[src/design/actr_pkg.sv]
`timescale 1ns / 1ps
// ----------------------------------------------------------------------------
// actr_pkg
// Shared types, constants and AES functions for the counter-mode core.
// ----------------------------------------------------------------------------
package actr_pkg;

    // configuration register indexes
    localparam logic [2:0] REG_KEY0  = 3'd0;
    localparam logic [2:0] REG_KEY1  = 3'd1;
    localparam logic [2:0] REG_KEY2  = 3'd2;
    localparam logic [2:0] REG_KEY3  = 3'd3;
    localparam logic [2:0] REG_NONCE = 3'd4;
    localparam logic [2:0] REG_CTR   = 3'd5;

    // controller to datapath commands
    typedef struct packed {
        logic ks_init;   // load key words and restart rcon
        logic ks_step;   // derive next key word
        logic ks_sub;    // derive step uses plain SubWord
        logic ks_rot;    // derive step uses RotWord and rcon
        logic rd_load;   // load counter block with first round key
        logic rd_step;   // one middle round
        logic rd_final;  // last round and output XOR
        logic cnt_adv;   // advance or clear block index
    } t_ctrl;

    function automatic logic [7:0] sbox(input logic [7:0] a);
        logic [7:0] t [256];
        t = '{
 8'h63,8'h7c,8'h77,8'h7b,8'hf2,8'h6b,8'h6f,8'hc5,8'h30,8'h01,8'h67,8'h2b,8'hfe,8'hd7,8'hab,8'h76,
 8'hca,8'h82,8'hc9,8'h7d,8'hfa,8'h59,8'h47,8'hf0,8'had,8'hd4,8'ha2,8'haf,8'h9c,8'ha4,8'h72,8'hc0,
 8'hb7,8'hfd,8'h93,8'h26,8'h36,8'h3f,8'hf7,8'hcc,8'h34,8'ha5,8'he5,8'hf1,8'h71,8'hd8,8'h31,8'h15,
 8'h04,8'hc7,8'h23,8'hc3,8'h18,8'h96,8'h05,8'h9a,8'h07,8'h12,8'h80,8'he2,8'heb,8'h27,8'hb2,8'h75,
 8'h09,8'h83,8'h2c,8'h1a,8'h1b,8'h6e,8'h5a,8'ha0,8'h52,8'h3b,8'hd6,8'hb3,8'h29,8'he3,8'h2f,8'h84,
 8'h53,8'hd1,8'h00,8'hed,8'h20,8'hfc,8'hb1,8'h5b,8'h6a,8'hcb,8'hbe,8'h39,8'h4a,8'h4c,8'h58,8'hcf,
 8'hd0,8'hef,8'haa,8'hfb,8'h43,8'h4d,8'h33,8'h85,8'h45,8'hf9,8'h02,8'h7f,8'h50,8'h3c,8'h9f,8'ha8,
 8'h51,8'ha3,8'h40,8'h8f,8'h92,8'h9d,8'h38,8'hf5,8'hbc,8'hb6,8'hda,8'h21,8'h10,8'hff,8'hf3,8'hd2,
 8'hcd,8'h0c,8'h13,8'hec,8'h5f,8'h97,8'h44,8'h17,8'hc4,8'ha7,8'h7e,8'h3d,8'h64,8'h5d,8'h19,8'h73,
 8'h60,8'h81,8'h4f,8'hdc,8'h22,8'h2a,8'h90,8'h88,8'h46,8'hee,8'hb8,8'h14,8'hde,8'h5e,8'h0b,8'hdb,
 8'he0,8'h32,8'h3a,8'h0a,8'h49,8'h06,8'h24,8'h5c,8'hc2,8'hd3,8'hac,8'h62,8'h91,8'h95,8'he4,8'h79,
 8'he7,8'hc8,8'h37,8'h6d,8'h8d,8'hd5,8'h4e,8'ha9,8'h6c,8'h56,8'hf4,8'hea,8'h65,8'h7a,8'hae,8'h08,
 8'hba,8'h78,8'h25,8'h2e,8'h1c,8'ha6,8'hb4,8'hc6,8'he8,8'hdd,8'h74,8'h1f,8'h4b,8'hbd,8'h8b,8'h8a,
 8'h70,8'h3e,8'hb5,8'h66,8'h48,8'h03,8'hf6,8'h0e,8'h61,8'h35,8'h57,8'hb9,8'h86,8'hc1,8'h1d,8'h9e,
 8'he1,8'hf8,8'h98,8'h11,8'h69,8'hd9,8'h8e,8'h94,8'h9b,8'h1e,8'h87,8'he9,8'hce,8'h55,8'h28,8'hdf,
 8'h8c,8'ha1,8'h89,8'h0d,8'hbf,8'he6,8'h42,8'h68,8'h41,8'h99,8'h2d,8'h0f,8'hb0,8'h54,8'hbb,8'h16};
        return t[a];
    endfunction

    function automatic logic [7:0] xtime(input logic [7:0] x);
        return {x[6:0], 1'b0} ^ (x[7] ? 8'h1b : 8'h00);
    endfunction

    function automatic logic [31:0] sub_word(input logic [31:0] w);
        return {sbox(w[31:24]), sbox(w[23:16]), sbox(w[15:8]), sbox(w[7:0])};
    endfunction

    // state is 128 bits, block byte 0 in bits 127:120
    function automatic logic [127:0] sub_shift(input logic [127:0] s);
        logic [127:0] o;
        for (int c = 0; c < 4; c++) begin
            for (int r = 0; r < 4; r++) begin
                o[127 - 8*(c*4 + r) -: 8] = sbox(s[127 - 8*(((c + r) % 4)*4 + r) -: 8]);
            end
        end
        return o;
    endfunction

    function automatic logic [127:0] mix_cols(input logic [127:0] s);
        logic [127:0] o;
        logic [7:0]   a0, a1, a2, a3, al;
        for (int c = 0; c < 4; c++) begin
            a0 = s[127 - 32*c -: 8];
            a1 = s[119 - 32*c -: 8];
            a2 = s[111 - 32*c -: 8];
            a3 = s[103 - 32*c -: 8];
            al = a0 ^ a1 ^ a2 ^ a3;
            o[127 - 32*c -: 8] = a0 ^ al ^ xtime(a0 ^ a1);
            o[119 - 32*c -: 8] = a1 ^ al ^ xtime(a1 ^ a2);
            o[111 - 32*c -: 8] = a2 ^ al ^ xtime(a2 ^ a3);
            o[103 - 32*c -: 8] = a3 ^ al ^ xtime(a3 ^ a0);
        end
        return o;
    endfunction

endpackage

[src/design/actr_ctrl.sv]
`timescale 1ns / 1ps
// ----------------------------------------------------------------------------
// actr_ctrl
// Sequencer: key expansion into the schedule memory, then the rounds.
// ----------------------------------------------------------------------------
module actr_ctrl import actr_pkg::*; #(
    parameter int KEY_WORDS = 4
) (
    input  logic   i_clk,
    input  logic   i_rst_n,
    input  logic   i_valid,
    output logic   o_stall,
    output logic   o_valid,
    input  logic   i_stall,
    output t_ctrl  o_ctrl,
    output logic [$clog2(4*(KEY_WORDS+7))-1:0] o_widx,
    output logic [$clog2(KEY_WORDS+7)-1:0]     o_round
);
    localparam int NR     = KEY_WORDS + 6;
    localparam int SWORDS = 4 * (NR + 1);
    localparam int WW     = $clog2(4*(KEY_WORDS+7));
    localparam int RW     = $clog2(KEY_WORDS+7);

    typedef enum logic [1:0] {S_IDLE, S_KEYS, S_RNDS, S_DONE} t_state;

    t_state          r_state, n_state;
    logic [WW-1:0]   r_widx, n_widx;
    logic [RW-1:0]   r_round, n_round;
    logic [3:0]      r_mod, n_mod;     // word index modulo KEY_WORDS
    logic            r_valid, n_valid;
    logic            w_accept, w_take;

    assign w_accept = (r_state == S_IDLE) && i_valid;
    assign w_take   = r_valid && !i_stall;
    assign o_stall  = (r_state != S_IDLE);
    assign o_valid  = r_valid;
    assign o_widx   = r_widx;
    assign o_round  = r_round;

    // command decode
    always_comb begin
        o_ctrl          = '0;
        o_ctrl.ks_init  = w_accept;
        o_ctrl.ks_step  = (r_state == S_KEYS);
        o_ctrl.ks_rot   = (r_mod == 4'd0);
        o_ctrl.ks_sub   = (KEY_WORDS > 6) && (r_mod == 4'd4);
        o_ctrl.rd_load  = (r_state == S_KEYS) && (r_widx == WW'(SWORDS - 1));
        o_ctrl.rd_step  = (r_state == S_RNDS) && (r_round != RW'(NR));
        o_ctrl.rd_final = (r_state == S_RNDS) && (r_round == RW'(NR));
        o_ctrl.cnt_adv  = o_ctrl.rd_final;
    end

    // next state
    always_comb begin
        n_state = r_state;
        n_widx  = r_widx;
        n_round = r_round;
        n_mod   = r_mod;
        n_valid = r_valid && !w_take;
        case (r_state)
            S_IDLE: begin
                if (i_valid) begin
                    n_state = S_KEYS;
                    n_widx  = WW'(KEY_WORDS);
                    n_mod   = '0;
                end
            end
            S_KEYS: begin
                n_widx = r_widx + 1'b1;
                n_mod  = (r_mod == 4'(KEY_WORDS - 1)) ? '0 : r_mod + 1'b1;
                if (r_widx == WW'(SWORDS - 1)) begin
                    n_state = S_RNDS;
                    n_round = RW'(1);
                end
            end
            S_RNDS: begin
                n_round = r_round + 1'b1;
                if (r_round == RW'(NR)) begin
                    n_state = S_DONE;
                    n_valid = 1'b1;
                end
            end
            S_DONE: begin
                if (!r_valid || w_take) n_state = S_IDLE;
            end
            default: n_state = S_IDLE;
        endcase
    end

    always_ff @(posedge i_clk) begin
        if (!i_rst_n) begin
            r_state <= S_IDLE;
            r_valid <= 1'b0;
            r_widx  <= '0;
            r_round <= '0;
            r_mod   <= '0;
        end else begin
            r_state <= n_state;
            r_valid <= n_valid;
            r_widx  <= n_widx;
            r_round <= n_round;
            r_mod   <= n_mod;
        end
    end
endmodule

[config.mk]
export PLATFORM = sky130hd
export DESIGN_NAME = actr_ctrl
export DESIGN_NICKNAME = d
export VERILOG_FILES = /design/src/design/actr_pkg.sv /design/src/design/actr_ctrl.sv
export SDC_FILE = /design/constraint.sdc
export NUM_CORES = 1
export LEC_CHECK = 0
export BUFFER_PORTS_ARGS = -buffer_cell sky130_fd_sc_hd__buf_2
export CORE_UTILIZATION = 54
export CTS_BUF_LIST = sky130_fd_sc_hd__clkbuf_2 sky130_fd_sc_hd__clkbuf_4 sky130_fd_sc_hd__clkbuf_8
export DETAILED_ROUTE_END_ITERATION = 12
export PLACE_DENSITY = 0.89
export SETUP_SLACK_MARGIN = 0.02
export SLEW_MARGIN = 10
export SYNTH_ARGS = -nofsm -noshare
export SYNTH_HDL_FRONTEND = slang
export SYNTH_SLANG_ARGS = --single-unit
[constraint.sdc]
create_clock -name i_clk -period 1.9 [get_ports i_clk]
set_input_delay 0.19 -clock i_clk [delete_from_list [all_inputs] [get_ports i_clk]]
set_output_delay 0.19 -clock i_clk [all_outputs]
set_load 0.01 [all_outputs]
# Word-level counts from Yosys, hierarchy flattened
# Cells that the tools add are included.
# W data, S select, Z words.
# classes
add_sub_neg	3
eq_ne	11
n_mux	14
reduce_logical	18
# ops
cell	n
$pmux W4 S2	2
$mux W4	3
$pmux W6 S2	1
$add A4 B1 Y4 const B	2
$mux W2	4
$pmux W2 S4	1
$add A6 B1 Y6 const B	1
$eq A6 B6 Y1 const B	1
$logic_and A1 B1 Y1	6
$mux W6	1
$reduce_bool A2 Y1	3
$eq A2 B2 Y1 const B	2
$eq A4 B2 Y1 const B	1
$eq A4 B4 Y1 const B	1
$logic_not A4 Y1	1
$ne A2 B1 Y1 const B	2
$ne A2 B2 Y1 const B	2
$ne A4 B4 Y1 const B	1
$reduce_and A2 Y1	2
$reduce_and A4 Y1	1
$logic_not A1 Y1	3
$eq A2 B1 Y1 const B	1
$logic_not A2 Y1	1
$mux W1	2
$logic_or A1 B1 Y1	1
# totals
ff_bits	17
inputBits	4
output_inout_bits	20
wordCells	51

# Depth between registers and ports, before layout
# Gate-level depths: netlist of the first run.
# logic_depth
depth_word	6
ltp_mapped	7
ltp_nobuf	6

# Least setup slack after synthesis of the first run
# Ideal clock, no wire load.
# synth_timing
path_kind	flip-flop to flip-flop
from	register r_state[1]
to	register r_widx[5], in the netlist o_widx[5]
setup_ps	126
arrival_ps	1426
required_time_ps	1774
slack_ps	348
path_stages_with_launch	8
n_path_buf	1
period_less_slack_ps	1552
path_cell_list	dfxtp_1 inv_1 ha_1 buf_2 mux2i_1 nor4b_2 xnor2_1 nor2_1
# synth_rtl
item	line_no	rtl
from (decl)	actr_ctrl.sv:26	t_state r_state, n_state;
from (signal assigned)	actr_ctrl.sv:98	r_state <= n_state;
to (signal assigned)	actr_ctrl.sv:100	r_widx <= n_widx;
to (decl)	actr_ctrl.sv:27	logic [WW-1:0] r_widx, n_widx;

# Worst setup path after layout of the first run
# layout_timing
from	register r_state[1]
to	register r_widx[5], in the netlist o_widx[5]
# layout_via
elab_chain_len	3
elab_cells_between_ends	6
cone_classes	eq/ne (2); mux (1); reduce/logical (3)
# layout_lines
item	line_no	rtl
$eq A2 B1 Y1 or $logic_not A2 Y1 (tied branches)	actr_ctrl.sv:60	case (r_state)
$reduce_bool A2 Y1 (no source line) or $ne A2 B2 Y1 (tied branches)	--	
$reduce_and A2 Y1 (no source line)	--	
# Several ways; a longest one is shown, not always the timed one.
# A chain may end at the register's enable or synchronous reset.

==> results of run 1 <==
-- worst register-to-register path, delay by kind of cell (launching register included) --
family                   cells  cell delay (ns)
AND/OR/NAND/NOR              2             0.42
flip-flops                   1             0.35
adder cells (fa/ha/maj)      1             0.35
multiplexers                 1             0.26
XOR/XNOR                     1             0.16
buffers and inverters        1             0.08
-- cell type report --
class                           instances  share of cell area
Tap cell                               25              0.0274
Sequential cell                        17               0.298
Clock buffer                            4              0.0263
Inverter                                8              0.0263
Timing Repair Buffer                   22              0.0964
Multi-Input combinational cell         87               0.526
-- cell usage in the layout (no fill, tap or decap), drive strengths merged --
cell type	instances
a21boi	2
a21oi	1
a22oi	2
a31o	1
and2	5
and3	3
and4b	1
buf	22
clkbuf	4
conb	1
dfxtp	17
ha	9
inv	8
mux2	1
mux2i	3
nand2	15
nand2b	1
nand3	4
nand3b	1
nand4	4
nand4b	4
nor2	6
nor2b	4
nor3b	1
nor4b	1
o211a	1
o211ai	2
o21a	2
o21ai	8
o221ai	1
xnor2	1
xor2	2
-- registers in the layout (all words and copies together), names as in the netlist --
name / count
o_round: 4
o_valid: 1
o_widx: 6
r_mod: 4
r_state: 2
-- synthesized netlist by cell type, types with 3 or more instances --
library cell	count
buf_4	3
nor2b_1	4
nor2_1	6
and2_1	4
nand4_1	4
nand3_1	4
mux2i_1	3
clkbuf_1	3
o21ai_0	7
ha_1	9
and3_1	3
nand2_1	15
dfxtp_1	17
nand4b_1	4
inv_1	8
-- per-stage QoR --
step / power (mW) / worst slack (ns) / hold WS, ns / util
detailed placement: 1.02 / 0.162 / 0.497 / 0.637
finish: 1.23 / 0.149 / 0.241 / 0.654
global placement: 0.998 / 0.305 / 0.483 / 0.637
CTS: 1.23 / 0.159 / 0.249 / 0.654
floorplan: 0.877 / 0.348 / 0.395 / -
global route: 1.32 / 0.0472 / 0.293 / 0.654
-- layer usage --
layer,up-vias,wire length [um],share of wire
met5,-,0,0
met4,0,36,0.018
met3,5,70,0.036
met2,22,993,0.51
met1,419,859,0.44
li1,448,-,-
-- final timing paths --
kind	start	to	cells past startpoint
setup / recovery	r_state[1]	o_widx[5]	6
hold / removal	i_stall	o_valid	3
setup reg to reg	r_state[1]	o_widx[5]	6
hold reg to reg	r_state[1]	r_state[1]	2
-- power by group through the flow --
| stage | Combinational (mW) | Sequential (mW) | Clock, mW |
|---|---|---|---|
| 6_report | 0.542 | 0.475 | 0.214 |
| 5_1_grt | 0.602 | 0.486 | 0.236 |
| 4_1_cts | 0.542 | 0.475 | 0.214 |
| 3_5_place_dp | 0.538 | 0.483 | 0 |
| 3_3_place_gp | 0.519 | 0.479 | 0 |
| 2_1_floorplan | 0.391 | 0.485 | 0 |
-- cell families after synthesis --
kind of cell	count (synthesis)	share of synthesized area
adders and majority gates	9	0.112
other	1	0.00371
DFF	17	0.337
AOI/OAI and AO/OA	20	0.135
and+or+nand+nor	50	0.278
xor gates and xnor gates	3	0.0260
buffers and inverters	15	0.0681
muxes	4	0.0409
==> flow_summary.toml, run 1 <==
[floorplanning]
rows = 15
dieHeight_um = 45.2
start_util = 0.578
dieWidth_um = 45.2
pin_count = 24
dieArea_mm2 = 0.00205
core_mm2 = 0.00175

[yosys]
ys_seq_area_frac = 0.337
synth_area_leaders = "dfxtp_1, ha_1, nand2_1"
synthesis.area_mm2 = 0.00101
ys.flop_type = "dfxtp_1"
ys_warn_count = 0
yosys.cell_types.count = 35
synth_top_area_share = 0.337
synth_fp_nets = 132
synth_largest_area_cell = "dfxtp_1"
async_flop_share = 0
syn_area_per_cell_um2 = 8.49
synth_edf_count = 0
synth_cells = 119
synth.ff_latch_count = 17

[grt]
use_met1 = 0.245
grt_util_met2 = 0.359
grt_pass1_vias = 718
grt-ovfl-total = 0
grt_pass1_wl_um = 3070
antenna_found_initial = 0
grtUsageTotal = 0.209
met3_usage = 0.0360
grt_max_degree = 23
top_usage_layer = "met2"

[critical_path]
worstSetupEndpointType = "flip-flop"
r2r_setup_slack_ns = 0.15
critPathMaxFanout = 11
crit_arrival_ns = 1.93
cp_top_family = "simple AND/OR/NAND/NOR gates"
cp_slowest_stage_delay_ns = 0.37
path_buf_inv = 1
required_ns = 2.08
startpoint_type = "flip-flop"
cp_cell_sequence = "inv_1, ha_1, mux2i_1, nor4b_2, xnor2_1, nor2_1"
cp_slowest_cell = "nor4b_2"
critPathKind = "reg2reg"

[clocking]
h-tree-depth = 1
cts_resized = 0
insertion_delay_ns = 0.30
cts_hold_buf = 0
cts_tree = "done"
cts_sinks = 17
numCtsBuffers = 3
clk_pin_slew_ns = 0.10
post_cts_buffers = 0
cts_buffer_depth = 2
cts_root_buf = "clkbuf_4"

[drt]
wire_per_inst_um = 12.0
postRouteAntennaNets = 0
finalWirelength_um = 1960
via_per_inst = 5.48
via_count = 894
drtIter0Drc = 16
first_pass_iters = 4
remaining_drc_errors = 0

[power]
clockPowerShare = 0.174
ir_worst_vdd_v = 0.000475
switching_share = 0.411
p_int_mw = 0.725
seqPwrFrac = 0.386
p_per_area_mw_per_mm2 = 1080
p_leak_nw = 0.526
comb_power_share = 0.440
p_sw_mw = 0.506

[sta]
relSlewSlack = 0.648
finalCritPeriodShare = 0.921
layout_min_cycle_time_ns = 1.75
clock_skew_ns = 0.00718
tightest_slew_ns = 0.513
grt_setup_unrepaired = "false"
max_freq_ghz = 0.571
hold_violations = 0
slew_viol_final = 0
setup_tns_ns = 0
setup_violations = 0

[cells_and_area]
finalNetCount = 152
n_fill_cell = 158
design_area_mm2 = 0.00114
drive_above_1_share = 0.217
diodes = 0
regArea_um2 = 340
syn_to_final_growth_pct = 13.1
stdcell_count = 163
multiInputGateArea_um2 = 601

[placed_design]
io_buffers = 22
gp_congestion = 0.844
dpl.hpwl_um = 1500
place_area_mm2 = 0.00111
dp.cells = 159

[status]
status = "finished, final reports clean"

[flow_run]
cap_violations = 0

[min_path]
hp-class = "in2reg"
Note: power is estimated with default switching activity, not from simulation.
==> run 2: changes to the inputs <==
--- a/config.mk
+++ b/config.mk
@@ -6,8 +6,11 @@
 export NUM_CORES = 1
 export LEC_CHECK = 0
 export BUFFER_PORTS_ARGS = -buffer_cell sky130_fd_sc_hd__buf_2
-export CORE_UTILIZATION = 54
+export CELL_PAD_IN_SITES_DETAIL_PLACEMENT = 1
+export CELL_PAD_IN_SITES_GLOBAL_PLACEMENT = 1
+export CORE_UTILIZATION = 40
 export CTS_BUF_LIST = sky130_fd_sc_hd__clkbuf_2 sky130_fd_sc_hd__clkbuf_4 sky130_fd_sc_hd__clkbuf_8
+export CTS_CLUSTER_SIZE = 20
 export DETAILED_ROUTE_END_ITERATION = 12
 export PLACE_DENSITY = 0.89
 export SETUP_SLACK_MARGIN = 0.02
==> flow_summary.toml, run 2 (synthesis gave the netlist of run 1 again) <==
[clocking]
cts_root_buf = "clkbuf_4"
cts_buffer_depth = 2
numCtsBuffers = 3
cts_hold_buf = 0
cts_tree = "done"
insertion_delay_ns = 0.30
clk_pin_slew_ns = 0.11
h-tree-depth = 1
post_cts_buffers = 0
cts_sinks = 17

[drt]
topRoutingLayerUsed = "met4"
wire_per_inst_um = 15.0
wl_met1_um = 1100
remaining_drc_errors = 0
via_count = 918
via_per_inst = 5.50
drtIter0Drc = 12
postRouteAntennaNets = 0
route.met2.wl_um = 1230
finalWirelength_um = 2500
first_pass_iters = 4
wl_met3_um = 68

[critical_path]
startpoint_type = "flip-flop"
required_ns = 1.71
crit_arrival_ns = 1.51
r2r_cells = 6
critPathKind = "reg2out"
rr_startpoint = "r_state[0]"
critPathLaunch = "o_widx[1]"
r2r_setup_slack_ns = 0.21
worstSetupEndpointType = "primary output"
critPathMaxFanout = 5

[placed_design]
io_buffers = 22
dpl.hpwl_um = 1800
gp_congestion = 0.696

[sta]
max_freq_ghz = 0.588
hold_violations = 0
layout_min_cycle_time_ns = 1.70
slew_viol_final = 0
grt_setup_unrepaired = "false"
finalCritPeriodShare = 0.895
setup_tns_ns = 0
clock_skew_ns = 0.00291
setup_violations = 0

[grt]
grt_pass1_vias = 876
grt_max_degree = 23
antenna_found_initial = 0
grt-ovfl-total = 0
grtUsageTotal = 0.210
grt_pass1_wl_um = 4040

[cells_and_area]
diodes = 0
largest_reg_flops = 6
finalNetCount = 153
drive_above_1_share = 0.237
final_cell_mix = "buf_2, dfxtp_1, nand2_1, inv_1, ha_1"
final_core_util = 0.505
syn_to_final_growth_pct = 14.9
final_common_cell = "buf_2"
n_fill_cell = 297

[floorplanning]
core_mm2 = 0.00230
dieArea_mm2 = 0.00273
pin_count = 24
dieHeight_um = 52.2
rows = 17
dieWidth_um = 52.2
start_util = 0.440

[power]
switching_share = 0.424
seqPwrFrac = 0.367
comb_power_share = 0.461
p_per_area_mw_per_mm2 = 1120
clockPowerShare = 0.172
p_leak_nw = 0.526
ir_worst_vdd_v = 0.000514
p_int_mw = 0.748
p_sw_mw = 0.551

[status]
status = "finished, final reports clean"

[min_path]
hp-class = "in2reg"
hp-start = "i_stall"
holdPathStages = 3

[flow_run]
cap_violations = 0
==> run 2: cell count changes in the layout (fill, tap and decap cells not counted) <==
cell	change
ha_1	-1
buf_4	+1
mux2i_2	+1
mux2i_1	-1
ha_2	+1
==> run 2: power groups by stage <==
| stage | sequential [mW] | clock (mW) | combinational, mW |
|---|---|---|---|
| floorplan | 0.485 | 0 | 0.391 |
| global placement | 0.478 | 0 | 0.544 |
| detailed placement | 0.486 | 0 | 0.569 |
| CTS | 0.478 | 0.234 | 0.587 |
| global route | 0.491 | 0.241 | 0.663 |
| finish | 0.477 | 0.223 | 0.599 |
==> run 2: area by class of cell <==
type / instances / area (um2) / share of cell area
Timing Repair Buffer: 23 / 118 / 0.101
Multi-Input combinational cell: 87 / 607 / 0.523
Sequential cell: 17 / 340 / 0.293
Clock buffer: 4 / 30.0 / 0.0259
Tap cell: 28 / 35.0 / 0.0302
Inverter: 8 / 30.0 / 0.0259
==> run 2: worst paths after layout <==
check,to
min reg2reg,r_state[1]
max,o_ctrl[3]
min,o_valid
max reg2reg,o_widx[5]
==> run 2: metrics by stage <==
step	setup slack [ns]	power (mW)	instance area (um2)	cells	hold slack [ns]
6_report	0.199	1.30	1160	167	0.230
5_1_grt	0.101	1.39	1160	167	0.250
4_1_cts	0.103	1.30	1150	167	0.221
3_5_place_dp	0.153	1.05	1120	163	0.505
3_3_place_gp	0.298	1.02	1120	163	0.481
2_1_floorplan	0.348	0.877	1010	119	0.395
==> run 2: timing repair <==
action                                  CTS  global route
endpoints found under the setup margin    0             5
hold endpoints to repair                  0             0
resized for setup                         0             2
==> run 2: worst max-delay path: stages (launching register included) <==
cell and delay (ns):
dfxtp_1 0.42, ha_1 0.24, nand4b_1 0.17, nor3b_1 0.22, buf_2 0.16
==> run 2: routing by layer <==
| metal | global-route usage | up-vias |
|---|---|---|
| met5 | 0 | - |
| met4 | 0.145 | 0 |
| met3 | 0.0348 | 9 |
| met2 | 0.363 | 22 |
| met1 | 0.233 | 436 |
| li1 | - | 451 |
==> run 3: changes to the inputs <==
--- a/config.mk
+++ b/config.mk
@@ -5,14 +5,15 @@
 export SDC_FILE = /design/constraint.sdc
 export NUM_CORES = 1
 export LEC_CHECK = 0
+export ABC_AREA = 1
 export BUFFER_PORTS_ARGS = -buffer_cell sky130_fd_sc_hd__buf_2
 export CELL_PAD_IN_SITES_DETAIL_PLACEMENT = 1
 export CELL_PAD_IN_SITES_GLOBAL_PLACEMENT = 1
-export CORE_UTILIZATION = 40
+export CORE_UTILIZATION = 39
 export CTS_BUF_LIST = sky130_fd_sc_hd__clkbuf_2 sky130_fd_sc_hd__clkbuf_4 sky130_fd_sc_hd__clkbuf_8
 export CTS_CLUSTER_SIZE = 20
 export DETAILED_ROUTE_END_ITERATION = 12
-export PLACE_DENSITY = 0.89
+export PLACE_DENSITY = 0.91
 export SETUP_SLACK_MARGIN = 0.02
 export SLEW_MARGIN = 10
 export SYNTH_ARGS = -nofsm -noshare
==> flow_summary.toml, run 3 <==
[critical_path]
critPathMaxFanout = 8
startpoint_type = "flip-flop"
critPathKind = "reg2out"
cp_cell_sequence = "inv_1, ha_1, inv_1, nor2_1, buf_2"
worstSetupEndpointType = "primary output"
cp_slowest_cell = "dfxtp_1"
crit_arrival_ns = 1.53
cp_top_family = "buffers and inverters"
cp_slowest_stage_delay_ns = 0.35
required_ns = 1.71
path_buf_inv = 3
worst_path_most_repeated_cell = "inv_1"

[grt]
grt_util_met2 = 0.374
use_met1 = 0.215
grt-ovfl-total = 0
met3_usage = 0.0678
antenna_found_initial = 0
grt_pass1_vias = 998
grtUsageTotal = 0.205
top_usage_layer = "met2"
grt_pass1_wl_um = 4200
grt_max_degree = 11

[floorplanning]
pin_count = 24
core_mm2 = 0.00252
dieHeight_um = 54.0
dieArea_mm2 = 0.00291
dieWidth_um = 54.0
rows = 18
start_util = 0.418

[flow_run]
cap_violations = 0

[clocking]
cts_sinks = 17
insertion_delay_ns = 0.30
cts_tree = "done"
clk_pin_slew_ns = 0.10
numCtsBuffers = 3
cts_root_buf = "clkbuf_4"
h-tree-depth = 1
post_cts_buffers = 0
cts_buffer_depth = 2

[sta]
layout_min_cycle_time_ns = 1.72
hold_violations = 0
grt_setup_unrepaired = "false"
clock_skew_ns = 0.00791
finalCritPeriodShare = 0.904
slew_viol_final = 0
setup_violations = 0
setup_tns_ns = 0
max_freq_ghz = 0.582

[yosys]
synth_area_leaders = "dfxtp_1, nand2_1, ha_1"
synth_edf_count = 0
ys_warn_count = 0
synth_commonest_cells = "nand2_1, nor2_1, inv_1, dfxtp_1, nand3_1"
synth_largest_area_cell = "dfxtp_1"
ys_seq_area_frac = 0.323
synth_top_area_share = 0.323
synth_fp_nets = 166
async_flop_share = 0
synthesis.area_mm2 = 0.00105
yosys.cell_types.count = 22
ys.flop_type = "dfxtp_1"
synth.most_common_cell = "nand2_1"
synth.ff_latch_count = 17
synth_cells = 153
syn_area_per_cell_um2 = 6.89

[placed_design]
gp_congestion = 0.797
dp.cells = 201
place_area_mm2 = 0.00117
dpl.hpwl_um = 2140
io_buffers = 22

[drt]
remaining_drc_errors = 0
via_count = 1068
wire_per_inst_um = 13.2
via_per_inst = 5.21
first_pass_iters = 4
finalWirelength_um = 2710
drtIter0Drc = 23
postRouteAntennaNets = 0

[cells_and_area]
final_core_util = 0.477
drive_above_1_share = 0.200
syn_to_final_growth_pct = 14.1
final_cell_mix = "nand2_1, nor2_1, buf_2, inv_1, dfxtp_1"
design_area_mm2 = 0.00120
diodes = 0
stdcell_count = 205
finalNetCount = 189
largest_reg_flops = 6
final_common_cell = "nand2_1"

[min_path]
hp-class = "in2reg"

[power]
ir_worst_vdd_v = 0.000806
seqPwrFrac = 0.325
finalPower_mw = 1.60
p_per_area_mw_per_mm2 = 1330
p_int_mw = 0.823
comb_power_share = 0.548
p_sw_mw = 0.779
clockPowerShare = 0.127
switching_share = 0.486
p_leak_nw = 0.610

[status]
status = "finished, final reports clean"
[run 3: final timing paths]
path              cells after the start  slack, ns         end       start
setup / recovery                      5       0.18   o_ctrl[2]  r_state[0]
hold / removal                        3       0.17     o_valid     i_stall
setup reg to reg                      8       0.28  r_state[0]  r_state[1]
hold reg to reg                       2       0.50     o_valid     o_valid
[run 3: logic make-up (layout without fill, tap and decap cells)]
family                   Yosys count  count (layout)  share of synthesized area
AND/OR/NAND/NOR                   80              80                      0.331
other                              1               1                    0.00356
adder cells (fa/ha/maj)            9               9                      0.107
flip-flops                        17              17                      0.323
XOR/XNOR                           1               1                    0.00832
AO/OA/AOI/OAI                     19              19                      0.119
buffers and inverters             26              48                      0.108
[run 3: cell type report]
| class | instances | area, um2 |
|---|---|---|
| Inverter | 21 | 78.8 |
| Sequential cell | 17 | 342 |
| Tap cell | 30 | 37.5 |
| Clock buffer | 3 | 22.5 |
| Multi-Input combinational cell | 110 | 599 |
| Fill cell | 343 | 1320 |
| Timing Repair Buffer | 23 | 118 |
| Clock inverter | 1 | 5.00 |
[run 3: metrics by stage]
step | hold slack (ns) | setup slack (ns)
detailed placement | 0.479 | 0.303
floorplan | 0.310 | 0.517
finish | 0.167 | 0.183
global placement | 0.468 | 0.407
global route | 0.164 | 0.0688
CTS | 0.169 | 0.187
[run 3: layer usage]
layer / vias to the layer above / part of all wire
met2: 19 / 0.50
met5: - / 0
met4: 0 / 0.021
met1: 513 / 0.45
li1: 528 / -
met3: 8 / 0.030
[run 3: worst reg2reg max path, stage by stage (launching register included)]
cell and delay, ns:
dfxtp_1 0.40, inv_1 0.09, ha_1 0.26, nand2_1 0.22
nand2_1 0.08, nor2_1 0.24, nand3_1 0.12, nand2_1 0.08
nor2_1 0.04
[run 3: what timing repair did]
| action | 4_1_cts | 5_1_grt |
|---|---|---|
| gates resized for setup | 0 | 1 |
| endpoints found under the setup margin | 0 | 1 |
| hold buffers | 0 | 0 |
[run 3: power by group through the flow]
stage | registers (mW) | logic [mW] | clock network [mW]
3_3_place_gp | 0.511 | 0.836 | 0
3_5_place_dp | 0.525 | 0.870 | 0
2_1_floorplan | 0.520 | 0.630 | 0
6_report | 0.521 | 0.878 | 0.203
5_1_grt | 0.529 | 0.984 | 0.225
4_1_cts | 0.518 | 0.882 | 0.207
